<file path="src/hw/rtl/dhcpomf_pkg.sv">
// dhcpomf_pkg: shared types and constants for the dhcp option match filter
// used by dhcpomf_core and dhcp_option_match_filter; no dependencies
`timescale 1ns / 1ps

package dhcpomf_pkg;

  // configuration register indexes
  localparam int unsigned CFG_IDX_W = 2;
  localparam logic [CFG_IDX_W-1:0] CFG_MATCH_CODE   = 2'd0;
  localparam logic [CFG_IDX_W-1:0] CFG_MATCH_VALUE  = 2'd1;
  localparam logic [CFG_IDX_W-1:0] CFG_INVERT_CODE  = 2'd2;
  localparam logic [CFG_IDX_W-1:0] CFG_INVERT_VALUE = 2'd3;
  localparam int unsigned CFG_DATA_W = 8;

  // verdict status codes
  localparam logic [2:0] ST_MATCH       = 3'd0;
  localparam logic [2:0] ST_NOT_UDP     = 3'd1;
  localparam logic [2:0] ST_FRAGMENT    = 3'd2;
  localparam logic [2:0] ST_SHORT       = 3'd3;
  localparam logic [2:0] ST_NOT_REQUEST = 3'd4;
  localparam logic [2:0] ST_BAD_COOKIE  = 3'd5;
  localparam logic [2:0] ST_NO_MATCH    = 3'd6;

  // protocol constants
  localparam logic [7:0]  PROTO_UDP     = 8'd17;
  localparam logic [7:0]  BOOTP_REQUEST = 8'h01;
  localparam logic [31:0] DHCP_COOKIE   = 32'h6382_5363;
  localparam logic [7:0]  OPT_END       = 8'd255;
  localparam logic [7:0]  OPT_PAD       = 8'd0;
  localparam logic [15:0] MIN_UDP_LEN   = 16'd248;
  localparam logic [15:0] IDX_MAX       = 16'hFFFF;

  // configuration registers as one bundle
  typedef struct packed {
    logic [7:0] match_code;
    logic [7:0] match_value;
    logic       invert_code;
    logic       invert_value;
  } cfg_t;

  // one verdict
  typedef struct packed {
    logic       matched;
    logic [2:0] status;
  } res_t;

endpackage

</file>
<file path="src/hw/rtl/dhcp_option_match_filter.sv">
// dhcp_option_match_filter: top level with config registers and output skid
// depends on dhcpomf_pkg and dhcpomf_core
`timescale 1ns / 1ps
//
// Usage:
//   Input channel (in_valid/in_stall, in_data_byte, in_last_byte) carries an
//   IPv4 packet one byte per item, IP header first; in_last_byte marks the end.
//   Output channel (out_valid/out_stall, out_matched, out_status) gives one
//   verdict item per packet, produced by its last byte.
//   Config port (cfg_we, cfg_index, cfg_data) writes match code, match value
//   and the two invert bits; write only while no packet is in flight.
// Output: the verdict is registered into the output register, or into the
//   skid slot while the output register holds a verdict not yet taken.
// Throughput: one byte per cycle when not stalled; one compare-and-update
//   of its packet state per byte, so back-to-back packets run at full rate.
// Reset: rst_n clears config, packet state and both output slots.
// Stall: an output register plus a one-entry skid hold verdicts; in_stall
//   rises only while the skid slot is occupied.
//
module dhcp_option_match_filter
  import dhcpomf_pkg::*;
(
  input  logic                  clk,
  input  logic                  rst_n,
  input  logic                  in_valid,
  output logic                  in_stall,
  input  logic [7:0]            in_data_byte,
  input  logic                  in_last_byte,
  output logic                  out_valid,
  input  logic                  out_stall,
  output logic                  out_matched,
  output logic [2:0]            out_status,
  input  logic                  cfg_we,
  input  logic [CFG_IDX_W-1:0]  cfg_index,
  input  logic [CFG_DATA_W-1:0] cfg_data
);

  cfg_t cfg_r, cfg_nxt;
  res_t out_r, out_nxt, skid_r, skid_nxt;
  logic out_valid_r, out_valid_nxt;
  logic skid_valid_r, skid_valid_nxt;
  logic take, out_take;
  logic res_valid;
  res_t res;

  assign in_stall = skid_valid_r;
  assign take     = in_valid && !skid_valid_r;
  assign out_take = out_valid_r && !out_stall;

  // configuration writes
  always_comb begin
    cfg_nxt = cfg_r;
    if (cfg_we) begin
      case (cfg_index)
        CFG_MATCH_CODE:   cfg_nxt.match_code   = cfg_data;
        CFG_MATCH_VALUE:  cfg_nxt.match_value  = cfg_data;
        CFG_INVERT_CODE:  cfg_nxt.invert_code  = cfg_data[0];
        CFG_INVERT_VALUE: cfg_nxt.invert_value = cfg_data[0];
        default:          cfg_nxt = cfg_r;
      endcase
    end
  end

  dhcpomf_core u_core (
    .clk       (clk),
    .rst_n     (rst_n),
    .take      (take),
    .data_byte (in_data_byte),
    .last_byte (in_last_byte),
    .cfg       (cfg_r),
    .res_valid (res_valid),
    .res       (res)
  );

  // output register and skid slot
  always_comb begin
    out_valid_nxt  = out_valid_r;
    out_nxt        = out_r;
    skid_valid_nxt = skid_valid_r;
    skid_nxt       = skid_r;
    if (out_take) begin
      if (skid_valid_r) begin
        out_nxt        = skid_r;
        skid_valid_nxt = 1'b0;
      end else begin
        out_valid_nxt = res_valid;
        out_nxt       = res;
      end
    end else if (!out_valid_r) begin
      out_valid_nxt = res_valid;
      out_nxt       = res;
    end else if (res_valid) begin
      skid_valid_nxt = 1'b1;
      skid_nxt       = res;
    end
  end

  always_ff @(posedge clk) begin
    if (!rst_n) begin
      cfg_r        <= '0;
      out_valid_r  <= 1'b0;
      skid_valid_r <= 1'b0;
    end else begin
      cfg_r        <= cfg_nxt;
      out_valid_r  <= out_valid_nxt;
      skid_valid_r <= skid_valid_nxt;
    end
  end

  // verdict payload
  always_ff @(posedge clk) begin
    out_r  <= out_nxt;
    skid_r <= skid_nxt;
  end

  assign out_valid   = out_valid_r;
  assign out_matched = out_r.matched;
  assign out_status  = out_r.status;

endmodule

</file>
<file path="src/hw/rtl/dhcpomf_core.sv">
// dhcpomf_core: per-byte packet parser and dhcp option walker
// depends on dhcpomf_pkg; one byte is consumed per accept strobe
`timescale 1ns / 1ps

module dhcpomf_core
  import dhcpomf_pkg::*;
(
  input  logic       clk,
  input  logic       rst_n,
  input  logic       take,
  input  logic [7:0] data_byte,
  input  logic       last_byte,
  input  cfg_t       cfg,
  output logic       res_valid,
  output res_t       res
);

  // option walk phases
  typedef enum logic [3:0] {
    PH_CODE = 4'b0001,
    PH_LEN  = 4'b0010,
    PH_VAL  = 4'b0100,
    PH_SKIP = 4'b1000
  } phase_t;

  logic [15:0] byte_index_r, byte_index_nxt;
  logic [5:0]  header_bytes_r, header_bytes_nxt;
  logic [15:0] udp_length_r, udp_length_nxt;
  logic [31:0] cookie_r, cookie_nxt;
  logic        done_r, done_nxt;
  logic [2:0]  status_r, status_nxt;
  phase_t      phase_r, phase_nxt;
  logic [7:0]  skip_r, skip_nxt;
  logic [7:0]  held_r, held_nxt;

  logic [16:0] hb_ext;
  logic [15:0] walk_pos;
  logic [15:0] region_len;
  logic        any_fail;
  logic [2:0]  fail_st;
  logic        walk_en;
  logic        code_m, value_m;
  logic        code_fits;
  logic [2:0]  final_st;

  assign hb_ext     = {11'd0, header_bytes_r};
  assign walk_pos   = byte_index_r - {10'd0, header_bytes_r} - MIN_UDP_LEN;
  assign region_len = udp_length_r - MIN_UDP_LEN;
  assign code_m     = (held_r == cfg.match_code) ^ cfg.invert_code;
  assign value_m    = (data_byte == cfg.match_value) ^ cfg.invert_value;
  assign code_fits  = ({1'b0, walk_pos} + 17'd2) < {1'b0, region_len};

  always_comb begin
    byte_index_nxt   = byte_index_r;
    header_bytes_nxt = header_bytes_r;
    udp_length_nxt   = udp_length_r;
    cookie_nxt       = cookie_r;
    done_nxt         = done_r;
    status_nxt       = status_r;
    phase_nxt        = phase_r;
    skip_nxt         = skip_r;
    held_nxt         = held_r;
    any_fail         = 1'b0;
    fail_st          = ST_NO_MATCH;
    walk_en          = 1'b0;
    final_st         = ST_NO_MATCH;

    if (take && byte_index_r != IDX_MAX) begin
      cookie_nxt     = {cookie_r[23:0], data_byte};
      byte_index_nxt = byte_index_r + 16'd1;
      if (byte_index_r == 16'd0) begin
        header_bytes_nxt = {data_byte[3:0], 2'b00};
      end
      if ({1'b0, byte_index_r} == hb_ext + 17'd5) begin
        udp_length_nxt = {cookie_r[7:0], data_byte};
      end

      // header checks, lowest status code wins
      if (byte_index_r == 16'd9 && data_byte != PROTO_UDP) begin
        any_fail = 1'b1;
        fail_st  = ST_NOT_UDP;
      end else if (byte_index_r == 16'd7 && {cookie_r[4:0], data_byte} != 13'd0) begin
        any_fail = 1'b1;
        fail_st  = ST_FRAGMENT;
      end else if ({1'b0, byte_index_r} == hb_ext + 17'd5 &&
                   {cookie_r[7:0], data_byte} < MIN_UDP_LEN) begin
        any_fail = 1'b1;
        fail_st  = ST_SHORT;
      end else if ({1'b0, byte_index_r} == hb_ext + 17'd8 && data_byte != BOOTP_REQUEST) begin
        any_fail = 1'b1;
        fail_st  = ST_NOT_REQUEST;
      end else if ({1'b0, byte_index_r} == hb_ext + 17'd247 &&
                   {cookie_r[23:0], data_byte} != DHCP_COOKIE) begin
        any_fail = 1'b1;
        fail_st  = ST_BAD_COOKIE;
      end

      if (any_fail) begin
        if (!done_r || fail_st < status_r) begin
          status_nxt = fail_st;
        end
        done_nxt = 1'b1;
      end

      // option walk once the bootp header is behind us
      walk_en = ({1'b0, byte_index_r} >= hb_ext + {1'b0, MIN_UDP_LEN}) && !done_nxt;
      if (walk_en) begin
        if (walk_pos >= region_len) begin
          done_nxt   = 1'b1;
          status_nxt = ST_NO_MATCH;
        end else begin
          case (phase_r)
            PH_LEN: begin
              skip_nxt  = data_byte;
              phase_nxt = PH_VAL;
            end
            PH_VAL: begin
              if (code_m && value_m) begin
                done_nxt   = 1'b1;
                status_nxt = ST_MATCH;
              end else if (skip_r == 8'd0) begin
                // zero length: value byte is also the next code
                if (data_byte == OPT_END) begin
                  done_nxt   = 1'b1;
                  status_nxt = ST_NO_MATCH;
                end else if (data_byte == OPT_PAD) begin
                  phase_nxt = PH_CODE;
                end else if (!code_fits) begin
                  done_nxt   = 1'b1;
                  status_nxt = ST_NO_MATCH;
                end else begin
                  held_nxt  = data_byte;
                  phase_nxt = PH_LEN;
                end
              end else if (skip_r == 8'd1) begin
                phase_nxt = PH_CODE;
              end else begin
                skip_nxt  = skip_r - 8'd1;
                phase_nxt = PH_SKIP;
              end
            end
            PH_SKIP: begin
              skip_nxt = skip_r - 8'd1;
              if (skip_r == 8'd1) begin
                phase_nxt = PH_CODE;
              end
            end
            default: begin
              if (data_byte == OPT_END) begin
                done_nxt   = 1'b1;
                status_nxt = ST_NO_MATCH;
              end else if (data_byte == OPT_PAD) begin
                phase_nxt = PH_CODE;
              end else if (!code_fits) begin
                done_nxt   = 1'b1;
                status_nxt = ST_NO_MATCH;
              end else begin
                held_nxt  = data_byte;
                phase_nxt = PH_LEN;
              end
            end
          endcase
        end
      end
    end

    // verdict on the last byte, then clear per-packet state
    if (done_nxt) begin
      final_st = status_nxt;
    end
    if (take && last_byte) begin
      byte_index_nxt   = 16'd0;
      header_bytes_nxt = 6'd0;
      udp_length_nxt   = 16'd0;
      cookie_nxt       = 32'd0;
      done_nxt         = 1'b0;
      status_nxt       = ST_NO_MATCH;
      phase_nxt        = PH_CODE;
      skip_nxt         = 8'd0;
      held_nxt         = 8'd0;
    end
  end

  assign res_valid   = take && last_byte;
  assign res.matched = (final_st == ST_MATCH);
  assign res.status  = final_st;

  // per-packet state
  always_ff @(posedge clk) begin
    if (!rst_n) begin
      byte_index_r   <= 16'd0;
      header_bytes_r <= 6'd0;
      udp_length_r   <= 16'd0;
      cookie_r       <= 32'd0;
      done_r         <= 1'b0;
      status_r       <= ST_NO_MATCH;
      phase_r        <= PH_CODE;
      skip_r         <= 8'd0;
      held_r         <= 8'd0;
    end else begin
      byte_index_r   <= byte_index_nxt;
      header_bytes_r <= header_bytes_nxt;
      udp_length_r   <= udp_length_nxt;
      cookie_r       <= cookie_nxt;
      done_r         <= done_nxt;
      status_r       <= status_nxt;
      phase_r        <= phase_nxt;
      skip_r         <= skip_nxt;
      held_r         <= held_nxt;
    end
  end

endmodule
</file>
<file path="config.mk">
export PLATFORM = sky130hd
export DESIGN_NAME = dhcp_option_match_filter
export DESIGN_NICKNAME = d
export VERILOG_FILES = /design/src/hw/rtl/dhcpomf_pkg.sv /design/src/hw/rtl/dhcp_option_match_filter.sv /design/src/hw/rtl/dhcpomf_core.sv
export SDC_FILE = /design/constraint.sdc
export NUM_CORES = 1
export LEC_CHECK = 0
export ABC_CLOCK_PERIOD_IN_PS = 6840
export BUFFER_PORTS_ARGS = -buffer_cell sky130_fd_sc_hd__buf_2
export CORE_AREA = 2 2 137 139
export DETAILED_ROUTE_END_ITERATION = 6
export DIE_AREA = 0 0 139 141
export SYNTH_ARGS = -nofsm -noshare
export SYNTH_HDL_FRONTEND = slang
export SYNTH_SLANG_ARGS = --single-unit
</file>
<file path="constraint.sdc">
create_clock -name clk -period 6.84 [get_ports clk]
set_input_delay 0.684 -clock clk [delete_from_list [all_inputs] [get_ports clk]]
set_output_delay 0.684 -clock clk [all_outputs]
set_load 0.005 [all_outputs]
</file>
==> results of run 1 <==
per-layer routing:
| layer | up-vias | share of wire, % |
|---|---|---|
| li1 | 3584 | - |
| met1 | 3345 | 50 |
| met2 | 174 | 44 |
| met3 | 14 | 4.7 |
| met4 | 0 | 0.86 |
| met5 | - | 0 |
cells in the mapped netlist, types with 25 or more instances:
| cell | n |
|---|---|
| nand2_1 | 133 |
| dfxtp_1 | 104 |
| nor2_1 | 86 |
| a21oi_1 | 82 |
| ha_1 | 65 |
| inv_1 | 39 |
| clkbuf_1 | 38 |
| xnor2_1 | 35 |
| xor2_1 | 35 |
| mux2i_1 | 30 |
| nand3_1 | 28 |
| nor2b_1 | 28 |
| o21ai_0 | 25 |
placed cells by master (no fill, tap or decap), types with 9 or more instances in the layout:
cell type	instances
nor4_1	23
clkbuf_16	9
nor2_1	85
xor2_1	35
nor2b_1	28
mux2i_1	30
o211ai_1	11
nand3_1	28
nand2_1	132
or3_1	11
o21ai_0	25
nor3_1	20
and3_1	9
buf_2	29
xnor2_1	35
nand4_1	14
a21oi_1	82
ha_1	65
inv_1	39
a21o_1	10
dfxtp_1	104
final cells by class:
type,count,area [sq um]
Clock buffer,10,239
Clock inverter,6,67.6
Fill cell,1857,9670
Inverter,39,146
Multi-Input combinational cell,801,5350
Sequential cell,112,2320
Tap cell,234,293
Timing Repair Buffer,34,183
worst paths after layout:
kind	end	slack, ns	cells after the start
worst max-delay path	out_status[1]	0.61	22
worst min-delay path	u_core.udp_length_r[2]	0.45	2
worst max register to register	out_status[1]	0.61	22
worst min register to register	u_core.udp_length_r[2]	0.45	2
what timing repair did:
item | 4_1_cts | 5_1_grt
endpoints found under the setup margin | 0 | 1
endpoints found under the hold margin | 0 | 0
hold buffers | 0 | 0
gates resized for setup | 0 | 1
where the power goes:
part           switching, mW  internal [mW]  leakage [nW]
clock                  0.286          0.272         0.152
combinational          0.153         0.0938          2.26
sequential            0.0151          0.670         0.918
total                  0.454           1.04          3.33
kinds of logic after synthesis:
family	count (synthesis)	synth area share, %
and+or+nand+nor	424	27.5
AOI/OAI and AO/OA	211	17.4
DFF	112	29.0
buffers and inverters	89	4.38
xor gates and xnor gates	70	7.66
adders and majority gates	65	10.2
muxes	31	3.89
through the flow:
step / utilization [%] / instances
floorplan: - / 1002
global placement: 45.3 / 1220
detailed placement: 45.3 / 1220
CTS: 47.0 / 1236
global route: 47.1 / 1236
finish: 47.1 / 1236
sequential cells by signal (all words and copies together), names as in the netlist:
signal	count
out_valid	1
u_core.status_r	3
in_stall	1
u_core.byte_index_r	16
u_core.done_r	1
u_core.header_bytes_r	4
u_core.skip_r	8
out_status	3
cfg_r	18
u_core.udp_length_r	16
u_core.held_r	8
skid_r	4
u_core.cookie_r	24
out_matched	1
u_core.phase_r	4
worst max-delay path: stages, from the launching register on:
cell and delay (ns):
dfxtp_1 0.56, inv_1 0.17, ha_1 0.33, ha_1 0.42, o211ai_1 0.17, o2111ai_1 0.32, a2111oi_0 0.43, a311o_1 0.27
and4_1 0.32, nand3_1 0.17, nor3_1 0.27, xnor2_1 0.16, ha_1 0.25, nand3_1 0.12, or2_2 0.12, o22ai_1 0.05
a2111oi_0 0.52, buf_4 0.22, o21a_1 0.10, a211oi_1 0.10, a221oi_1 0.48, nand2_1 0.12, o31a_1 0.28
==> summary.md, run 1 <==
| Metric | Value |
|---|---|
| Status | completed |
| Final setup viols | 0 |
| WHS | 0.455 ns |
| # IOs | 30 |
| Global routing's busiest layer | met2 |
| Top_reg_cell synth | dfxtp_1 |
| P_leak | between 3 and 4 nW |
| CTS tree | built |
| Largest net degree at the start of global routing | 79 |
| Pwr Total | approximately 1.5 mW |
| Clock Latency Late Sink | ~0.36 ns |
| Vias in the first global route | 6,461 |
| Setup tns final | 0 ns |
| WL per Instance | around 17 um |
| ANT cells | 0 |
| Async SR Flop Fraction | 0% |
| Max_slew headroom | a little over a third |
| Reg clk slew, reported paths | 0.08 ns |
| Initial antenna violation count | 1 |
| Max-slew violations | 0 |
| Total routing usage reported by global routing | a little over a fifth |
| Die area | 19,600 sq um |
| Worst Setup Start Kind | register |
| Period minus WS final | 6.23 ns |
| Worst-Margin Slew | a little under 1 ns |
| Post-DP HPWL | about 16 mm |
| Initial core utilization | 43.8% |
| Post-Route Skew | ~0.011 ns |
| Area grow syn2layout | 7.38% |
| Mapped Area | 8010 sq um |
| Critical Path Start | u_core.header_bytes_r[4] |
| Critical setup path kind | register to register |
| Worst hold start | u_core.udp_length_r[2] |
| Die Wd | 139 um |
| # Max-Cap Violations | 0 |
| Global-route wire length before repair | 34.1 mm |
| Row count | 50 |
| GPL Wtd Cong | 0.930 |
| Vias | 7,117 |
| Fmax | 160 MHz |
| Final #Nets | between 1k and 1.5k |
| Yosys top cell by area | dfxtp_1 |
| Unrepaired setup endpoints after global routing | no |
| Avg Inst Size Synth | ~8 sq um |
| Critical Path Sink Type | register |
| Drt pass-1 iters | 5 |
| Core box area | 18,300 sq um |
| Synthesized Nets | about 1.1k |
| CP max FO | 13 |
| DR iter-0 viols | between 300 and 400 |
| Synth warn | 0 |
| Drt drc | 0 |
| Post-route ant nets | 0 |
| DP Worst Slack | between 0.6 and 0.7 ns |
| Clock tree buffer depth | 2 |
| P per Cell Area | about 170 nW/um^2 |
| Num CTS Buffers | 9 |
| Share of cells above drive strength 1 | just under 8% |
| R2R Path Start | u_core.header_bytes_r[4] |
| WL final | 21.0 mm |
| Post-synth EDFFs | 8 |
| Dpl cell area | 8280 sq um |
| H-Tree Depth | 3 |
| Worst path required time | approximately 7.0 ns |
| Number of vias per cell | around 5.8 |
| Clock Sinks | roughly 110 |
| Worst min path class | register to register |
| Mapped Cells | 1,002 |
| Die height | 141 um |
| #FFs+latches synth | around 110 |
| Port Buffer Count | 29 |
| Synth top area share | 26.0% |
| GR Util met3 | under 10% |
| Gr ovfl total | 0 |
| Root Buffer | clkbuf_16 |
| Post-synthesis sequential area ratio | ~29% |
| CP arrival | 6.35 ns |
| Final Hold Fails | 0 |
| Netlist cell types | 77 |
| Peak VDD IR | 128 uV |
| Final instance area | roughly 8600 sq um |
| Met2 global-route usage | around a third |
| Tcrit/Tclk final | ~91% |
| Setup Fix Bufs, Post-CTS | 0 |
| Setup WS post-layout | around 0.6 ns |
| Synth area leaders | dfxtp_1 (26%), ha_1 (10%), nand2_1 (6.2%) |
| GRT met1 Usage | between 30% and 40% |
(Power assumes the default switching activity.)
==> inputs of run 2 (changes only) <==
--- a/config.mk
+++ b/config.mk
@@ -7,9 +7,10 @@
 export LEC_CHECK = 0
 export ABC_CLOCK_PERIOD_IN_PS = 6840
 export BUFFER_PORTS_ARGS = -buffer_cell sky130_fd_sc_hd__buf_2
-export CORE_AREA = 2 2 137 139
+export CORE_AREA = 2 2 120 122
 export DETAILED_ROUTE_END_ITERATION = 6
-export DIE_AREA = 0 0 139 141
+export DIE_AREA = 0 0 122 124
+export PLACE_DENSITY = 0.75
 export SYNTH_ARGS = -nofsm -noshare
 export SYNTH_HDL_FRONTEND = slang
 export SYNTH_SLANG_ARGS = --single-unit
==> run 2 against run 1 <==
  * Cell count decreased by 4.3%
  * Clock-buffer cell count unchanged
  * Final area decreased by 0.99%
  * Core utilization increased by 15 points
  * Non-clock buffer count increased by 1
  * Clock power decreased by 5.4%
  * Register-to-register slack improved by 0.21 ns
  * Worst hold slack got worse by 0.0019 ns
  * Die area decreased by 23%
  * Critical path depth unchanged
  * Sequential power about the same
  * Critical endpoint is now out_status[0]
==> summary.md, run 2 (synthesis gave the netlist of run 1 again) <==
| Metric | Value |
|---|---|
| Post-Route Skew | 0.0132 ns |
| Crit path max-delay cell type | dfxtp_1 |
| Sw Share | a little under a third |
| Final instance area | 8510 sq um |
| Peak VDD IR | 155 uV |
| Reg-to-Reg End | out_status[0] |
| Largest net degree at the start of global routing | between 70 and 80 |
| Multi-input logic area | about 5300 sq um |
| Critical Path Start | u_core.header_bytes_r[4] |
| # Max-Cap Violations | 0 |
| R2R Path Start | u_core.header_bytes_r[4] |
| Vias | between 7k and 8k |
| Largest regs | u_core.cookie_r x24, cfg_r x18 |
| CP arrival | 6.12 ns |
| Worst min path class | register to register |
| Number of vias per cell | 6.12 |
| Vias in the first global route | ~6.5k |
| Max-slew violations | 0 |
| CP cell instances | inv_1, ha_1, ha_1, nand4b_1, and2_1, a2111oi_0, a311o_1, and4_1, nand3_1, nor3_1, xnor2_1, ha_1, nand3_1, or2_2, o22ai_1, a2111oi_0, buf_4, a21oi_1, o31ai_1, nor2_1, nor3_1, o31ai_1 |
| Most common cell after layout, fill and taps aside | nand2_1 |
| Max FFs per register | 24 |
| Crit path buf inv count | 2 |
| Die Wd | approximately 120 um |
| Drt drc | 0 |
| WL final | just over 20 mm |
| Worst path required time | 6.94 ns |
| Worst hold stages | 2 |
| Period minus WS final | 6.03 ns |
| Max_slew headroom | 33.5% |
| Worst Setup Start Kind | register |
| # IOs | 30 |
| P_leak | approximately 3.3 nW |
| Critical setup path kind | register to register |
| Cells on worst reg2reg path | 22 |
| Worst-Margin Slew | 0.994 ns |
| Largest Register | u_core.cookie_r |
| Status | completed |
| Drt pass-1 iters | 5 |
| Final #Nets | roughly 1.1k |
| Cell family with the largest share of critical-path delay | simple AND/OR/NAND/NOR gates |
| Num CTS Buffers | 9 |
| Unrepaired setup endpoints after global routing | no |
| ANT cells | 0 |
| Post-route ant nets | 0 |
| Critical Path Sink Type | register |
| Global routing's busiest layer | met2 |
| Global-route wire length before repair | about 34 mm |
| Share of cells above drive strength 1 | between 7 and 8% |
| Comb pwr share | 16.9% |
| Row count | between 40 and 50 |
| Initial core utilization | between 50 and 60% |
| GPL Wtd Cong | 0.940 |
| Die area | around 15,000 sq um |
| Post-DP HPWL | between 15 and 20 mm |
| Dpl cell area | approximately 8200 sq um |
| Die height | about 120 um |
| Core box area | roughly 14,000 sq um |
| CTS tree | built |
| R2R setup slack | between 0.8 and 0.9 ns |
| Sequential share of power | between 40 and 50% |
| H-Tree Depth | 3 |
| Setup tns final | 0 ns |
| Int Pwr | roughly 1 mW |
| GRT met1 Usage | roughly two fifths |
| Fmax | approximately 170 MHz |
| Port Buffer Count | 29 |
| Crit path to | out_status[0] |
| Total routing usage reported by global routing | around 28% |
| Final Hold Fails | 0 |
| # resized after CTS | 0 |
| Layout Utilization | just over 60% |
| Clock Sinks | between 100 and 150 |
| Tcrit/Tclk final | approximately nine tenths |
| Clock tree buffer depth | 2 |
| Gr ovfl total | 0 |
| Crit path top cell by count | ha_1 |
| Clock share of power | 36.2% |
| GR Util met3 | between 5 and 6% |
| Max incr delay on CP | between 0.5 and 0.6 ns |
| Hold buffer count at CTS | 0 |
| CP max FO | 13 |
| Area grow syn2layout | 6.31% |
| Clock Latency Late Sink | 0.37 ns |
| P per Cell Area | approximately 170 nW/um^2 |
| Stages on worst setup path | 22 |
| DR iter-0 viols | about 600 |
| Initial antenna violation count | 0 |
| Register Area | approximately 2300 sq um |
| Root Buffer | clkbuf_16 |
| Met2 global-route usage | ~45% |
| Final setup viols | 0 |
| Commonest cells after routing, fill and taps aside | nand2_1 (132), dfxtp_1 (104), nor2_1 (85) |
| Setup Fix Bufs, Post-CTS | 0 |
| Fillcell total | between 1k and 1.5k |
| WL per Instance | about 17 um |
| Switching power | approximately 0.44 mW |
| Reg clk slew, reported paths | 0.08 ns |
[run 2: worst min path at each step]
stage | end | startpoint | slack [ns]
floorplan | u_core.cookie_r[23] | u_core.cookie_r[23] | 0.43
detailed placement | u_core.udp_length_r[2] | u_core.udp_length_r[2] | 0.45
CTS | u_core.udp_length_r[1] | u_core.udp_length_r[1] | 0.45
finish | u_core.skip_r[1] | u_core.skip_r[1] | 0.45
global placement | u_core.cookie_r[17] | u_core.cookie_r[17] | 0.44
global route | u_core.cookie_r[16] | u_core.cookie_r[16] | 0.48
[run 2: cell type report]
class / count / area share (%)
clock buffer: 10 / 2.69
timing repair buffer: 35 / 2.23
multi-input combinational: 801 / 62.7
sequential: 112 / 27.3
inverter: 39 / 1.72
tap: 180 / 2.65
clock inverter: 6 / 0.706
[run 2: tightest hold or removal path: stages (launching register included)]
cell     delay [ns]
dfxtp_1        0.31
nand2_1        0.05
a21oi_1        0.05
[run 2: layer usage]
layer	share of wire [%]	up-vias
met2	44	233
li1	-	3586
met5	0	-
met1	46	3389
met4	2.0	0
met3	7.3	33
[run 2: stage by stage]
stage	hold slack, ns	std cells	power (mW)	setup slack (ns)
5_1_grt	0.477	1183	1.52	0.000883
3_5_place_dp	0.446	1167	0.942	0.936
3_3_place_gp	0.438	1167	0.940	1.01
6_report	0.453	1183	1.46	0.814
2_1_floorplan	0.431	1002	0.875	1.17
4_1_cts	0.455	1183	1.46	0.841
[run 2: power by group through the flow]
stage	Combinational, mW	Sequential [mW]	Clock, mW
after floorplan	0.181	0.694	0
after global placement	0.240	0.700	0
after detailed placement	0.242	0.700	0
after CTS	0.244	0.685	0.536
after global routing	0.275	0.687	0.555
final	0.247	0.685	0.528
==> inputs of run 3 (changes only) <==
--- a/config.mk
+++ b/config.mk
@@ -6,7 +6,7 @@
 export NUM_CORES = 1
 export LEC_CHECK = 0
 export ABC_CLOCK_PERIOD_IN_PS = 6840
-export BUFFER_PORTS_ARGS = -buffer_cell sky130_fd_sc_hd__buf_2
+export BUFFER_PORTS_ARGS = -buffer_cell sky130_fd_sc_hd__clkbuf_2
 export CORE_AREA = 2 2 120 122
 export DETAILED_ROUTE_END_ITERATION = 6
 export DIE_AREA = 0 0 122 124
==> run 3 against run 2 <==
  * Final area rose by 0.22%
  * Global-route usage fell by 0.16 points
  * Worst hold slack got worse by 0.0028 ns
  * Total power rose by 1.1%
  * Clock power rose by 2%
  * Critical path depth did not move
  * Maximum frequency fell by 2.9%
  * First-iteration DRC count fell by 9.1%
  * Critical path type unchanged
  * Largest power group unchanged
  * Highest routed layer unchanged
==> summary.md, run 3 (synthesis gave the netlist of run 1 again) <==
| Metric | Value |
|---|---|
| Status | completed |
| Worst path required time | ~7 ns |
| Worst min path class | register to register |
| Clock tree buffer depth | 2 |
| WL per Instance | 17.6 um |
| Clock Sinks | between 100 and 150 |
| Gr ovfl total | 0 |
| Final #Nets | roughly 1.1k |
| Core box area | roughly 14,000 sq um |
| Hold buffer count at CTS | 0 |
| Fmax | roughly 160 MHz |
| P per Cell Area | approximately 170 nW/um^2 |
| Crit path max-delay cell type | dfxtp_1 |
| CP max FO | 13 |
| Initial antenna violation count | 0 |
| Post-DP HPWL | approximately 15 mm |
| Most common cell after layout, fill and taps aside | nand2_1 |
| Setup Fix Bufs, Post-CTS | 0 |
| # IOs | 30 |
| Root Buffer | clkbuf_16 |
| Max_slew headroom | 33.7% |
| DP Worst Slack | roughly 0.8 ns |
| Vias | between 7k and 8k |
| CTS tree | built |
| GPL Wtd Cong | 0.949 |
| Vias in the first global route | around 6.6k |
| WL final | approximately 21 mm |
| Reg clk slew, reported paths | roughly 0.08 ns |
| Critical setup path kind | register to register |
| Multi-input logic area | ~5300 sq um |
| Area grow syn2layout | 6.55% |
| Max-slew violations | 0 |
| Total routing usage reported by global routing | 28.0% |
| Dpl cells | approximately 1.2k |
| Largest Register | u_core.cookie_r |
| Global-route wire length before repair | approximately 34 mm |
| Tcrit/Tclk final | 90.7% |
| Worst-Margin Slew | just under 1 ns |
| Post-route ant nets | 0 |
| Critical Path Sink Type | register |
| Clock Latency Late Sink | roughly 0.36 ns |
| Final setup viols | 0 |
| CP arrival | between 6 and 7 ns |
| DR iter-0 viols | ~550 |
| Final Hold Fails | 0 |
| Drt pass-1 iters | 6 |
| Max incr delay on CP | about 0.56 ns |
| Pwr Total | 1.48 mW |
| CP cell instances | inv_1, ha_1, ha_1, o211ai_1, o2111ai_1, a2111oi_0, a311o_1, and4_1, nand3_1, nor3_1, xnor2_1, ha_1, nand3_1, or2_2, o22ai_1, a2111oi_0, buf_4, a21oi_1, o31ai_1, nor2_1, nor3_1, o31ai_1 |
| Fillcell total | between 1k and 1.5k |
| Post-Route Skew | between 0.01 and 0.015 ns |
| Row count | 43 |
| Initial core utilization | between 50% and 60% |
| ANT cells | 0 |
| Largest regs | u_core.cookie_r x24, cfg_r x18 |
| Die Wd | about 120 um |
| Setup WS post-layout | around 0.64 ns |
| Port Buffer Count | 29 |
| Largest net degree at the start of global routing | between 40 and 50 |
| # resized after CTS | 0 |
| Num CTS Buffers | 9 |
| Peak VDD IR | ~120 uV |
| Commonest cells after routing, fill and taps aside | nand2_1 (132), dfxtp_1 (104), nor2_1 (85) |
| Die area | 15,100 sq um |
| Drt drc | 0 |
| Crit path buf inv count | 2 |
| Layout Utilization | between 60% and 70% |
| Cell family with the largest share of critical-path delay | compound AO/OA/AOI/OAI gates |
| H-Tree Depth | 3 |
| Share of cells above drive strength 1 | about 7.6% |
| Period minus WS final | ~6.2 ns |
| Final instance area | ~8500 sq um |
| WHS | about 0.45 ns |
| Crit path top cell by count | ha_1 |
| Unrepaired setup endpoints after global routing | no |
| P_leak | between 3 and 4 nW |
| Setup tns final | 0 ns |
| Max FFs per register | 24 |
| Number of vias per cell | 6.12 |
| Non-filler instance count after layout | roughly 1.2k |
| Die height | 124 um |
| # Max-Cap Violations | 0 |
| Dpl cell area | between 8000 and 9000 sq um |
| Register Area | around 2300 sq um |
| Worst Setup Start Kind | register |
run 3: cell types whose count changed in the layout (fill, tap and decap cells not counted), sizes merged:
| cell | delta |
|---|---|
| buf | -29 |
| clkbuf | +28 |
| clkinv | +2 |
| inv | -1 |
run 3: layout make-up:
cell class | count | area share (%)
clock buffer | 9 | 2.64
clock inverter | 7 | 0.968
inverter | 39 | 1.72
multi-input combinational | 801 | 62.6
sequential | 112 | 27.2
tap | 180 | 2.64
timing repair buffer | 35 | 2.23
run 3: power breakdown:
part           switching, mW  leakage, nW  internal, mW
Clock                  0.279        0.151         0.263
Combinational          0.156         2.27        0.0944
Sequential            0.0157        0.918         0.670
Total                  0.450         3.33          1.03
run 3: worst min-delay path, delay by kind of cell (launching register included):
family	cells	cell delay, ns
compound gates	1	0.05
flops	1	0.31
simple gates	1	0.05
run 3: worst paths after layout:
path | cells after the start | from | to | slack, ns
worst max-delay path | 22 | u_core.header_bytes_r[4] | out_status[0] | 0.64
worst min register to register | 2 | u_core.cookie_r[23] | u_core.cookie_r[23] | 0.45
worst min-delay path | 2 | u_core.cookie_r[23] | u_core.cookie_r[23] | 0.45
worst max register to register | 22 | u_core.header_bytes_r[4] | out_status[0] | 0.64
run 3: routing by layer:
metal  wire, um  share of wire [%]  global-route usage, %
met1       9920                 48                   39.8
met2       9390                 45                   44.1
met3       1230                5.9                   4.72
met4        307                1.5                   7.54
met5          0                  0                      0
